--- src/hdl/wsd_pkg.sv ---
`default_nettype none

package wsd_pkg;

  // Frames per message before the limit error fires (1..7).
  localparam int MAX_FRAMES = 3;

  // Depth of the queue between the parser and the output register.
  localparam int QUEUE_DEPTH = 4;
  localparam int QUEUE_AW    = $clog2(QUEUE_DEPTH);

  localparam logic [1:0] ERR_NONE      = 2'd0;
  localparam logic [1:0] ERR_UNMASKED  = 2'd1;
  localparam logic [1:0] ERR_TRUNCATED = 2'd2;
  localparam logic [1:0] ERR_FRAMES    = 2'd3;

  typedef struct packed {
    logic [7:0] rx_byte;
    logic       buffer_end;
  } byte_item_t;

  typedef struct packed {
    logic       data_valid;
    logic [7:0] payload_byte;
    logic [3:0] message_opcode;
    logic       end_of_message;
    logic [1:0] error_code;
  } result_t;

endpackage

`default_nettype wire

--- src/hdl/wsd_parser.sv ---
`default_nettype none

module wsd_parser (
  input  wire                 clk,
  input  wire                 rst,
  input  wire                 take,
  input  wsd_pkg::byte_item_t item,
  output logic                push,
  output wsd_pkg::result_t    push_item,
  output logic                at_frame_start
);

  localparam logic [2:0] PH_HDR0 = 3'd0;
  localparam logic [2:0] PH_HDR1 = 3'd1;
  localparam logic [2:0] PH_EXT  = 3'd2;
  localparam logic [2:0] PH_KEY  = 3'd3;
  localparam logic [2:0] PH_BODY = 3'd4;

  logic [2:0]  phase, phase_next;
  logic        fin, fin_next;
  logic [3:0]  kind, kind_next;
  logic [3:0]  msg_op, msg_op_next;
  logic        masked, masked_next;
  logic [2:0]  lbc, lbc_next;
  logic [63:0] rem, rem_next;
  logic [31:0] key, key_next;
  logic [1:0]  idx, idx_next;
  logic [2:0]  frames, frames_next;

  logic        done;
  logic        have_data;
  logic [7:0]  data;
  logic [7:0]  key_byte;
  logic        err_unmasked;
  logic        kind_is_data;
  logic [2:0]  frames_inc;
  logic [63:0] rem_dec;
  logic [7:0]  b;

  assign b            = item.rx_byte;
  // data opcodes are continuation, text and binary only
  assign kind_is_data = (kind <= 4'd2);
  assign frames_inc   = frames + 3'd1;
  assign rem_dec      = rem - 64'd1;
  assign at_frame_start = (phase == PH_HDR0);

  always_comb begin
    case (idx)
      2'd0:    key_byte = key[31:24];
      2'd1:    key_byte = key[23:16];
      2'd2:    key_byte = key[15:8];
      default: key_byte = key[7:0];
    endcase
  end

  always_comb begin
    phase_next   = phase;
    fin_next     = fin;
    kind_next    = kind;
    msg_op_next  = msg_op;
    masked_next  = masked;
    lbc_next     = lbc;
    rem_next     = rem;
    key_next     = key;
    idx_next     = idx;
    frames_next  = frames;
    done         = 1'b0;
    have_data    = 1'b0;
    data         = 8'd0;
    err_unmasked = 1'b0;
    push         = 1'b0;
    push_item    = '0;

    case (phase)
      PH_HDR1: begin
        masked_next = b[7];
        if (kind_is_data && !b[7]) begin
          err_unmasked = 1'b1;
        end
        if (kind_is_data && msg_op == 4'd0 && kind != 4'd0) begin
          msg_op_next = kind;
        end
        key_next = '0;
        idx_next = '0;
        rem_next = '0;
        if (b[6:0] == 7'd126) begin
          lbc_next   = 3'd1;
          phase_next = PH_EXT;
        end else if (b[6:0] == 7'd127) begin
          lbc_next   = 3'd7;
          phase_next = PH_EXT;
        end else begin
          rem_next = {57'd0, b[6:0]};
          if (b[7]) begin
            phase_next = PH_KEY;
          end else if (b[6:0] != 7'd0) begin
            phase_next = PH_BODY;
          end else begin
            done = 1'b1;
          end
        end
      end
      PH_EXT: begin
        rem_next = {rem[55:0], b};
        if (lbc == 3'd0) begin
          if (masked) begin
            phase_next = PH_KEY;
          end else if (rem_next != 64'd0) begin
            phase_next = PH_BODY;
          end else begin
            done = 1'b1;
          end
        end else begin
          lbc_next = lbc - 3'd1;
        end
      end
      PH_KEY: begin
        key_next = {key[23:0], b};
        if (idx == 2'd3) begin
          idx_next = 2'd0;
          if (rem == 64'd0) begin
            done = 1'b1;
          end else begin
            phase_next = PH_BODY;
          end
        end else begin
          idx_next = idx + 2'd1;
        end
      end
      PH_BODY: begin
        if (kind_is_data) begin
          have_data = 1'b1;
          data      = b ^ (masked ? key_byte : 8'd0);
        end
        idx_next = idx + 2'd1;
        rem_next = rem_dec;
        if (rem_dec == 64'd0) begin
          done = 1'b1;
        end
      end
      default: begin
        fin_next   = b[7];
        kind_next  = b[3:0];
        phase_next = PH_HDR1;
      end
    endcase

    if (done) begin
      phase_next = PH_HDR0;
    end

    if (err_unmasked) begin
      push                 = 1'b1;
      push_item.error_code = wsd_pkg::ERR_UNMASKED;
    end else if (done && kind_is_data && fin) begin
      push                     = 1'b1;
      push_item.data_valid     = have_data;
      push_item.payload_byte   = data;
      push_item.message_opcode = msg_op_next;
      push_item.end_of_message = 1'b1;
      msg_op_next              = 4'd0;
      frames_next              = 3'd0;
    end else if (done && frames_inc >= 3'(wsd_pkg::MAX_FRAMES)) begin
      push                 = 1'b1;
      push_item.error_code = wsd_pkg::ERR_FRAMES;
    end else if (item.buffer_end) begin
      push                 = 1'b1;
      push_item.error_code = wsd_pkg::ERR_TRUNCATED;
    end else begin
      if (done) begin
        frames_next = frames_inc;
      end
      if (have_data) begin
        push                     = 1'b1;
        push_item.data_valid     = 1'b1;
        push_item.payload_byte   = data;
        push_item.message_opcode = msg_op_next;
      end
    end

    // any error returns the parser to its reset state
    if (push && push_item.error_code != wsd_pkg::ERR_NONE) begin
      phase_next  = PH_HDR0;
      fin_next    = 1'b0;
      kind_next   = 4'd0;
      msg_op_next = 4'd0;
      masked_next = 1'b0;
      lbc_next    = 3'd0;
      rem_next    = '0;
      key_next    = '0;
      idx_next    = 2'd0;
      frames_next = 3'd0;
    end

    push = push && take;
  end

  always_ff @(posedge clk) begin
    if (rst) begin
      phase  <= PH_HDR0;
      fin    <= 1'b0;
      kind   <= 4'd0;
      msg_op <= 4'd0;
      masked <= 1'b0;
      lbc    <= 3'd0;
      rem    <= '0;
      key    <= '0;
      idx    <= 2'd0;
      frames <= 3'd0;
    end else if (take) begin
      phase  <= phase_next;
      fin    <= fin_next;
      kind   <= kind_next;
      msg_op <= msg_op_next;
      masked <= masked_next;
      lbc    <= lbc_next;
      rem    <= rem_next;
      key    <= key_next;
      idx    <= idx_next;
      frames <= frames_next;
    end
  end

endmodule

`default_nettype wire

--- src/hdl/wsd_emit.sv ---
`default_nettype none

module wsd_emit (
  input  wire              clk,
  input  wire              rst,
  input  wire              push,
  input  wsd_pkg::result_t push_item,
  output logic             full,
  output logic             empty,
  output logic             result_valid,
  input  wire              result_stall,
  output wsd_pkg::result_t result_item
);

  localparam int AW = wsd_pkg::QUEUE_AW;

  wsd_pkg::result_t mem [wsd_pkg::QUEUE_DEPTH];

  logic [AW-1:0] wr_ptr;
  logic [AW-1:0] rd_ptr;
  logic [AW:0]   count;
  logic          load;

  assign full  = (count == (AW+1)'(wsd_pkg::QUEUE_DEPTH));
  assign empty = (count == '0);
  // output register takes the head whenever it is free or being drained
  assign load  = !empty && (!result_valid || !result_stall);

  always_ff @(posedge clk) begin
    if (push) begin
      mem[wr_ptr] <= push_item;
    end
    if (load) begin
      result_item <= mem[rd_ptr];
    end
  end

  always_ff @(posedge clk) begin
    if (rst) begin
      wr_ptr       <= '0;
      rd_ptr       <= '0;
      count        <= '0;
      result_valid <= 1'b0;
    end else begin
      if (push) begin
        wr_ptr <= wr_ptr + 1'b1;
      end
      if (load) begin
        rd_ptr <= rd_ptr + 1'b1;
      end
      count <= count + (AW+1)'(push) - (AW+1)'(load);
      if (load) begin
        result_valid <= 1'b1;
      end else if (!result_stall) begin
        result_valid <= 1'b0;
      end
    end
  end

endmodule

`default_nettype wire

--- src/hdl/websocket_frame_deframer_top.sv ---
// WebSocket (RFC 6455) receive deframer. Bytes of the stream enter on the
// byte channel one per transaction, at up to one per clock. The parser
// tracks the frame header (FIN/opcode, mask bit and 7-bit length, 16- or
// 64-bit big-endian extended length, 4-byte masking key), unmasks payload
// bytes of data frames and skips control and unknown frames whole. Each
// payload byte gives one result carrying the message opcode; the byte that
// finishes a FIN data frame carries end_of_message (with data_valid low for
// an empty final frame). An unmasked data frame, buffer_end on a byte that
// does not finish a message, or more than MAX_FRAMES frames in a message
// yield one error result and return the parser to its reset state.
// Throughput is one byte per clock while byte_stall is low: the parser
// steps once per byte. Results go through a 4-entry queue into an output
// register. byte_stall rises only while that queue is full, i.e. after
// the result side has held off for a while.

`default_nettype none

module websocket_frame_deframer_top (
  input  wire                 clk,
  input  wire                 rst,
  // byte channel
  input  wire                 byte_valid,
  output logic                byte_stall,
  input  wsd_pkg::byte_item_t byte_item,
  // result channel
  output logic                result_valid,
  input  wire                 result_stall,
  output wsd_pkg::result_t    result_item
);

  logic             take;
  logic             push;
  wsd_pkg::result_t push_item;
  logic             q_full;
  logic             q_empty;
  logic             at_frame_start;

  // stall only on a full queue; every accepted byte may produce a result
  assign byte_stall = q_full;
  assign take       = byte_valid && !q_full;

  // front: header parsing, unmasking and error checks
  wsd_parser u_parser (
    .clk            (clk),
    .rst            (rst),
    .take           (take),
    .item           (byte_item),
    .push           (push),
    .push_item      (push_item),
    .at_frame_start (at_frame_start)
  );

  // back: result queue and output register
  wsd_emit u_emit (
    .clk          (clk),
    .rst          (rst),
    .push         (push),
    .push_item    (push_item),
    .full         (q_full),
    .empty        (q_empty),
    .result_valid (result_valid),
    .result_stall (result_stall),
    .result_item  (result_item)
  );

  // an error or end of message always leaves the parser at a frame header
  a_restart : assert property (@(posedge clk) disable iff (rst)
    push && (push_item.error_code != wsd_pkg::ERR_NONE || push_item.end_of_message)
      |=> at_frame_start)
    else $error("parser not at frame start after error or end of message");

  // error results carry nothing else
  a_err_clean : assert property (@(posedge clk) disable iff (rst)
    push && push_item.error_code != wsd_pkg::ERR_NONE
      |-> !push_item.data_valid && !push_item.end_of_message
          && push_item.message_opcode == 4'd0)
    else $error("error result carries payload fields");

  // a queued result reaches an empty output register in the next cycle
  a_drain : assert property (@(posedge clk) disable iff (rst)
    !q_empty && !result_valid |=> result_valid)
    else $error("queued result not moved to output register");

  // no push into a full queue
  a_no_overflow : assert property (@(posedge clk) disable iff (rst)
    q_full |-> !push)
    else $error("push into full result queue");

endmodule

`default_nettype wire
--- config.mk ---
export PLATFORM = sky130hd
export DESIGN_NAME = websocket_frame_deframer_top
export DESIGN_NICKNAME = d
export VERILOG_FILES = /design/src/hdl/wsd_pkg.sv /design/src/hdl/wsd_parser.sv /design/src/hdl/wsd_emit.sv /design/src/hdl/websocket_frame_deframer_top.sv
export SDC_FILE = /design/constraint.sdc
export NUM_CORES = 1
export LEC_CHECK = 0
export BUFFER_PORTS_ARGS = -buffer_cell sky130_fd_sc_hd__buf_4
export CAP_MARGIN = 20
export CORE_ASPECT_RATIO = 0.6
export CORE_MARGIN = 3
export CORE_UTILIZATION = 65
export DETAILED_ROUTE_END_ITERATION = 6
export GPL_TIMING_DRIVEN = 1
export MAX_ROUTING_LAYER = met4
export PLACE_DENSITY = 0.88
export SLEW_MARGIN = 20
export SYNTH_ARGS = -nofsm -noshare
export SYNTH_HDL_FRONTEND = slang
export SYNTH_SLANG_ARGS = --single-unit
export TNS_END_PERCENT = 1
--- constraint.sdc ---
create_clock -name clk -period 9.8 [get_ports clk]
set_input_delay 1.96 -clock clk [delete_from_list [all_inputs] [get_ports clk]]
set_output_delay 1.96 -clock clk [all_outputs]
set_load 0.01 [all_outputs]
==> metrics.txt, run 1 <==
vias in the first global route=9783; clock-pin slew on the worst setup and hold paths=roughly 0.07 ns; pre-CTS WS=approximately 3.5 ns; maxcap violations=0; CP required=10.23 ns; Longest Clk Path Bufs=3; synth unique cells=80; register bit count reported by yosys=around 200; CP Class=flip-flop to flip-flop; Max Slew Vio Count=0; Crit Reg-Reg Endpoint=u_parser.key[31]; fillers=1205; DRT Pass-1 Iters=7; H-Tree Depth=1; Initial Util=between 60 and 70%; internal power=1.85 mW; r2r setup slk=3.22 ns; All-Layer GR Usage=39.6%; I/O pin count=31; Area growth, synth to finish=7.75%; Core Region=about 17000 µm²; GRT Residual Overflow=0; first-pass GRT wire length=a little under 60 mm; top cell type's share of synthesized area=around 22%; syn avg cell area=9.25 µm²; die area=approximately 19000 µm²; Sw Pwr=approximately 1.1 mW; CP endpoint kind=flip-flop; Die Span Y=109 µm; chip width=about 180 µm; Ys Warns=0; DRC violations left=3; Vias=around 11000; Seq/Total Area, Yosys=between 40% and 50%; Main synth FF type=dfxtp_1; Worst-Margin Slew=approximately 1.1 ns; final core occ=about three quarters; top cells by count, synth=dfxtp_1, nand2_1, nor2_1; hold slack final=slightly below 0.5 ns; Root Buffer=clkbuf_16; Total Power=between 2 and 3 mW; Syn Nets=1271; WP data arrival=about 7 ns; initial antenna violation count=1; Post-Syn Instances=roughly 1200; Post-Synthesis Cell Area=approximately 11000 µm²; clk_lat worst skew=around 0.5 ns; Final Cell Area=12400 µm²; Reg2Reg Launch Point=u_parser.rem[6]; largest net degree at the start of global routing=slightly above 100; final std cells w/o fill=about 1400; Sw Share=between 30 and 40%; top-count cell post-synth=dfxtp_1; Max Clock Skew=between 0.015 and 0.02 ns; fin crit period=6.58 ns; Initial DRC Count=1967; sequential share of power=a little under two fifths; dpl cell area=~12000 µm²; post-synth top area cell=dfxtp_1; Placed Cells=roughly 1400; PortBufs=30; CP Max Fanout=31; slew margin rel.=around a quarter; Routed wire per std cell=between 20 and 30 µm; PD cells=about 240 nW/µm²; Post-synth EDFFs=80; routability cong.=between 1 and 1.5; Post-CTS Resized=0; cts bufs inserted=20; highest clock rate=around 150 MHz; CTS Hold Bufs=0; Via-to-Cell Ratio=around 7.5; residual antenna-violating net count after detailed routing=0; final hold vios=0; setup violators final=0; routed wire length=approximately 37 mm; most area-consuming cells after synthesis=dfxtp_1, edfxtp_1, nand2_1; postcts setup bufs=0; cells on worst reg2reg path=11; setup ws final=between 3 and 4 ns; status=finished with violations; share of cells above drive strength 1=10.4%; ys async rst share=0%; Peak supply drop=roughly 130 µV; worst min path class=flip-flop to flip-flop; setup TNS=0 ns; clk sinks=a little over 200; crit share post-route=around two thirds; post-DP HPWL=~25 mm; Row Count=36; CTS tree=built; Critical path origin=u_parser.rem[6]; Final nets=roughly 1200; Lkg Pwr=4.27 nW; Worst Setup EP=u_parser.key[31]; Clock power frac=29.2%; Startpoint Class=flip-flop; combinational share of power=between 30% and 40%; failing checks=design-rule violations; RSZ-0062 raised after global routing=no
how the worst min path moves through the flow:
stage | from | end | depth (start not counted)
floorplan | u_parser.key[24] | u_parser.key[24] | 1
global placement | u_parser.msg_op[0] | u_parser.msg_op[0] | 2
detailed placement | u_parser.key[25] | u_parser.key[25] | 1
CTS | u_parser.key[25] | u_parser.key[25] | 1
global route | u_parser.key[27] | u_parser.key[27] | 1
finish | u_parser.key[24] | u_parser.key[24] | 1
critical path: stages (launching register included):
cell	delay (ns)
dfxtp_1	0.42
nor4_1	0.76
nand4_1	0.86
nor4_1	0.87
nand2_1	0.14
xnor2_1	0.22
a2111o_1	0.45
nor4_4	0.38
o21ai_2	0.31
a21oi_2	0.74
and4_1	1.05
a22o_1	0.28
state kept, by name, summed over array words and instances, names as in the netlist, 2 cells and up:
signal and count:
u_emit.mem 64, u_parser.rem 64, u_parser.key 32, u_emit.result_item 16, u_parser.kind 4, u_parser.msg_op 4
u_emit.count 3, u_parser.frames 3, u_parser.lbc 3, u_parser.phase 3, u_emit.rd_ptr 2, u_emit.wr_ptr 2
u_parser.idx 2
layout make-up:
type	count	area [µm²]	share of cell area [%]
Timing Repair Buffer	47	353	2.85
Inverter	46	173	1.40
Sequential cell	205	4900	39.7
Multi-Input combinational cell	873	5930	48.0
Clock inverter	12	169	1.37
Antenna cell	1	2.50	0.0202
Clock buffer	24	547	4.42
Tap cell	228	285	2.31
logic make-up (layout without fill, tap and decap cells):
| family | after synthesis | count (layout) | share of synthesized area (%) |
|---|---|---|---|
| AO/OA/AOI/OAI | 304 | 304 | 19.3 |
| XOR/XNOR | 50 | 50 | 3.82 |
| adder cells (fa/ha/maj) | 17 | 17 | 1.92 |
| buffers and inverters | 163 | 129 | 5.98 |
| flip-flops | 205 | 205 | 42.7 |
| multiplexers | 19 | 19 | 3.41 |
| other | 0 | 1 | 0 |
| AND/OR/NAND/NOR | 483 | 483 | 22.8 |
metal layers:
| layer | wire [µm] | GRT usage [%] | vias to the layer above |
|---|---|---|---|
| met5 | 0 | - | - |
| met4 | 923 | 8.40 | 0 |
| met3 | 6140 | 14.5 | 105 |
| met2 | 14900 | 53.9 | 944 |
| met1 | 15000 | 56.4 | 5028 |
| li1 | - | - | 4624 |
power groups by stage:
stage | sequential [mW] | combinational (mW) | clock, mW
after floorplan | 1.06 | 0.648 | 0
after global placement | 1.09 | 0.909 | 0
after detailed placement | 1.09 | 0.929 | 0
after CTS | 1.07 | 0.939 | 0.847
after global routing | 1.09 | 1.05 | 0.878
final | 1.08 | 0.986 | 0.851
layout by cell type, fill, tap and decap left out, types with 7 or more instances in the layout:
| master | count |
|---|---|
| or3_1 | 25 |
| dfxtp_1 | 125 |
| nor3_1 | 54 |
| a21oi_1 | 69 |
| nand4_1 | 33 |
| nand3_1 | 16 |
| clkbuf_16 | 21 |
| nand2_1 | 101 |
| a221oi_1 | 27 |
| o32ai_1 | 28 |
| nand2b_1 | 12 |
| a222oi_1 | 8 |
| nor4_1 | 48 |
| xor2_1 | 23 |
| or2_2 | 8 |
| and3_1 | 10 |
| buf_4 | 47 |
| nor4b_1 | 10 |
| xnor2_1 | 27 |
| nor2b_1 | 23 |
| ha_1 | 16 |
| and2_1 | 11 |
| a22o_1 | 33 |
| and4_1 | 7 |
| mux4_2 | 16 |
| nor2_1 | 83 |
| or4_1 | 19 |
| inv_1 | 46 |
| o21ai_0 | 27 |
| a22oi_1 | 30 |
| edfxtp_1 | 80 |
| a211oi_1 | 16 |
No activity file was read; power rests on OpenSTA's default activity.
==> inputs of run 2 (changes only) <==
- CORE_UTILIZATION: 65 -> 63
- PLACE_DENSITY: 0.88 -> 0.85
- clock period: 9.8 -> 6.4 ns (I/O delays scaled with it)
==> run 2 against run 1 <==
  * The flow still finishes with violations (design-rule violations)
  * Via count fell by 0.38%
  * Clock power up 46%
  * Register-to-register slack worse by 2.9 ns
  * Clock-buffer cell count grew 2
  * Final cell count increased by 1.4%
  * Clock skew up 0.017 ns
  * Design area up 0.83%
  * First-iteration DRC count is 1.8% lower
  * Setup slack got worse by 2.9 ns
  * Hold slack improved by 0.0026 ns
  * Power rose by 52%
  * Non-clock buffer count grew 15
  * Largest power group unchanged
==> metrics.txt, run 2 (synthesis gave the netlist of run 1 again) <==
cts bufs inserted=20; I/O pin count=31; r2r setup slk=between 0.3 and 0.4 ns; Area growth, synth to finish=8.65%; Row Count=37; post-DP HPWL=between 20 and 25 mm; hold slack final=0.486 ns; most frequent cells in the layout=dfxtp_1, nand2_1, nor2_1; worst min path class=flip-flop to flip-flop; Final nets=approximately 1200; Post-CTS Resized=0; final std cells w/o fill=1456; CTS Hold Bufs=0; Antenna diodes=0; most common cell after layout, fill and taps aside=dfxtp_1; CP endpoint kind=flip-flop; DRT Pass-1 Iters=7; CTS tree=built; CP required=approximately 6.8 ns; Vias=10700; internal power=2.80 mW; Total Power=4.44 mW; routability cong.=about 1.1; max incr delay on CP=between 0.6 and 0.7 ns; final core occ=between 70% and 80%; critical-path cell list=inv_1 -> ha_1 -> nor2b_1 -> nand3_1 -> nor4_1 -> and2_1 -> nand3_1 -> a2111o_1 -> nor4_4 -> nor2_1 -> o21ai_0 -> o21a_1 -> inv_1 -> ha_1 -> inv_1 -> ha_1 -> fa_1 -> xnor2_1 -> nor2_1; RSZ-0062 raised after global routing=no; maxcap violations=0; largest net degree at the start of global routing=76; clk sinks=roughly 210; routed wire length=35.8 mm; H-Tree Depth=1; DRC violations left=between 50 and 60; clk_lat worst skew=~0.52 ns; Routed wire per std cell=roughly 25 µm; Max Clock Skew=around 0.035 ns; Sw Pwr=between 1.5 and 2 mW; sequential share of power=about 37%; dpl cell area=11800 µm²; crit share post-route=about 94%; residual antenna-violating net count after detailed routing=0; hold endpoint=u_parser.key[27]; final hold vios=0; setup ws final=approximately 0.36 ns; Reg2Reg Launch Point=u_parser.rem[0]; slew margin rel.=between 30% and 40%; share of cells above drive strength 1=11.5%; highest clock rate=between 150 and 200 MHz; Die Span Y=between 100 and 150 µm; hold depth=1; CP Class=flip-flop to flip-flop; PD cells=around 360 nW/µm²; combinational share of power=a little over a third; chip width=180 µm; WP data arrival=about 6.4 ns; HP Start=u_parser.key[27]; Peak supply drop=~220 µV; cells on worst reg2reg path=19; All-Layer GR Usage=35.4%; setup violators final=0; status=finished with violations; Final Cell Area=between 10000 and 15000 µm²; clock-pin slew on the worst setup and hold paths=0.08 ns; initial antenna violation count=0; GRT Residual Overflow=0; Clock power frac=between 20% and 30%; Initial DRC Count=roughly 1900; Placed Cells=between 1000 and 1500; Via-to-Cell Ratio=approximately 7.3; Crit path max-delay family=simple AND/OR/NAND/NOR gates; pre-CTS WS=0.656 ns; Core Region=between 15000 and 20000 µm²; PortBufs=30; postcts setup bufs=0; fin crit period=6.04 ns; Startpoint Class=flip-flop; Root Buffer=clkbuf_16; vias in the first global route=roughly 9600; biggest registers after layout=u_emit.mem (64), u_parser.rem (64), u_parser.key (32); Longest Clk Path Bufs=3; die area=between 15000 and 20000 µm²; failing checks=design-rule violations; CP Max Fanout=11; Worst-Margin Slew=1.00 ns; setup TNS=0 ns; Initial Util=65.6%; Max Slew Vio Count=0; slowest cell on the critical path=nor4_1; Lkg Pwr=~4.3 nW; Sw Share=36.8%; Crit Reg-Reg Endpoint=u_emit.count[2]; first-pass GRT wire length=~55 mm; Worst Path Buf+Inv=3
==> run 2: changes by cell type in the layout (fill, tap and decap cells not counted), sizes merged <==
cell	previous run	this run
bufinv	4	2
clkinvlp	3	1
inv	46	50
diode	1	0
clkbuf	24	26
buf	47	62
clkinv	5	3
==> run 2: power groups by stage <==
stage	clock [mW]	sequential, mW	combinational (mW)
floorplan	0	1.62	0.992
detailed placement	0	1.66	1.47
finish	1.24	1.64	1.56
global placement	0	1.65	1.45
CTS	1.23	1.63	1.49
global route	1.29	1.65	1.65
==> run 2: worst max path at each step <==
stage	start	slack, ns	depth (start not counted)	to
3_5_place_dp	u_parser.rem[34]	0.66	17	u_emit.count[2]
5_1_grt	u_parser.rem[1]	0.18	20	u_emit.count[2]
3_3_place_gp	u_parser.rem[34]	0.89	17	u_emit.count[2]
2_1_floorplan	u_parser.rem[35]	1.26	19	u_emit.count[2]
6_report	u_parser.rem[0]	0.36	19	u_emit.count[2]
4_1_cts	u_parser.rem[34]	0.47	17	u_emit.count[2]
==> run 2: cell type report <==
type                            count  area [µm²]
Multi-Input combinational cell    873        5920
Clock buffer                       26         554
Inverter                           46         173
Clock inverter                     10         120
Sequential cell                   205        4900
Fill cell                        1281        5030
Tap cell                          234         293
Timing Repair Buffer               62         503
==> run 2: worst register-to-register path, stage by stage, from the launching register on <==
cell      delay (ns)
dfxtp_1         0.41
inv_1           0.10
ha_1            0.28
nor2b_1         0.42
nand3_1         0.35
nor4_1          0.67
and2_1          0.32
nand3_1         0.15
a2111o_1        0.50
nor4_4          0.42
nor2_1          0.18
o21ai_0         0.45
o21a_1          0.38
inv_1           0.08
ha_1            0.28
inv_1           0.04
ha_1            0.19
fa_1            0.39
xnor2_1         0.21
nor2_1          0.07
==> run 2: metal layers <==
layer / wire length (µm) / GRT usage (%)
met1: 15000 / 52.6
met2: 14100 / 45.6
met3: 5600 / 13.1
met4: 1060 / 8.58
met5: 0 / -
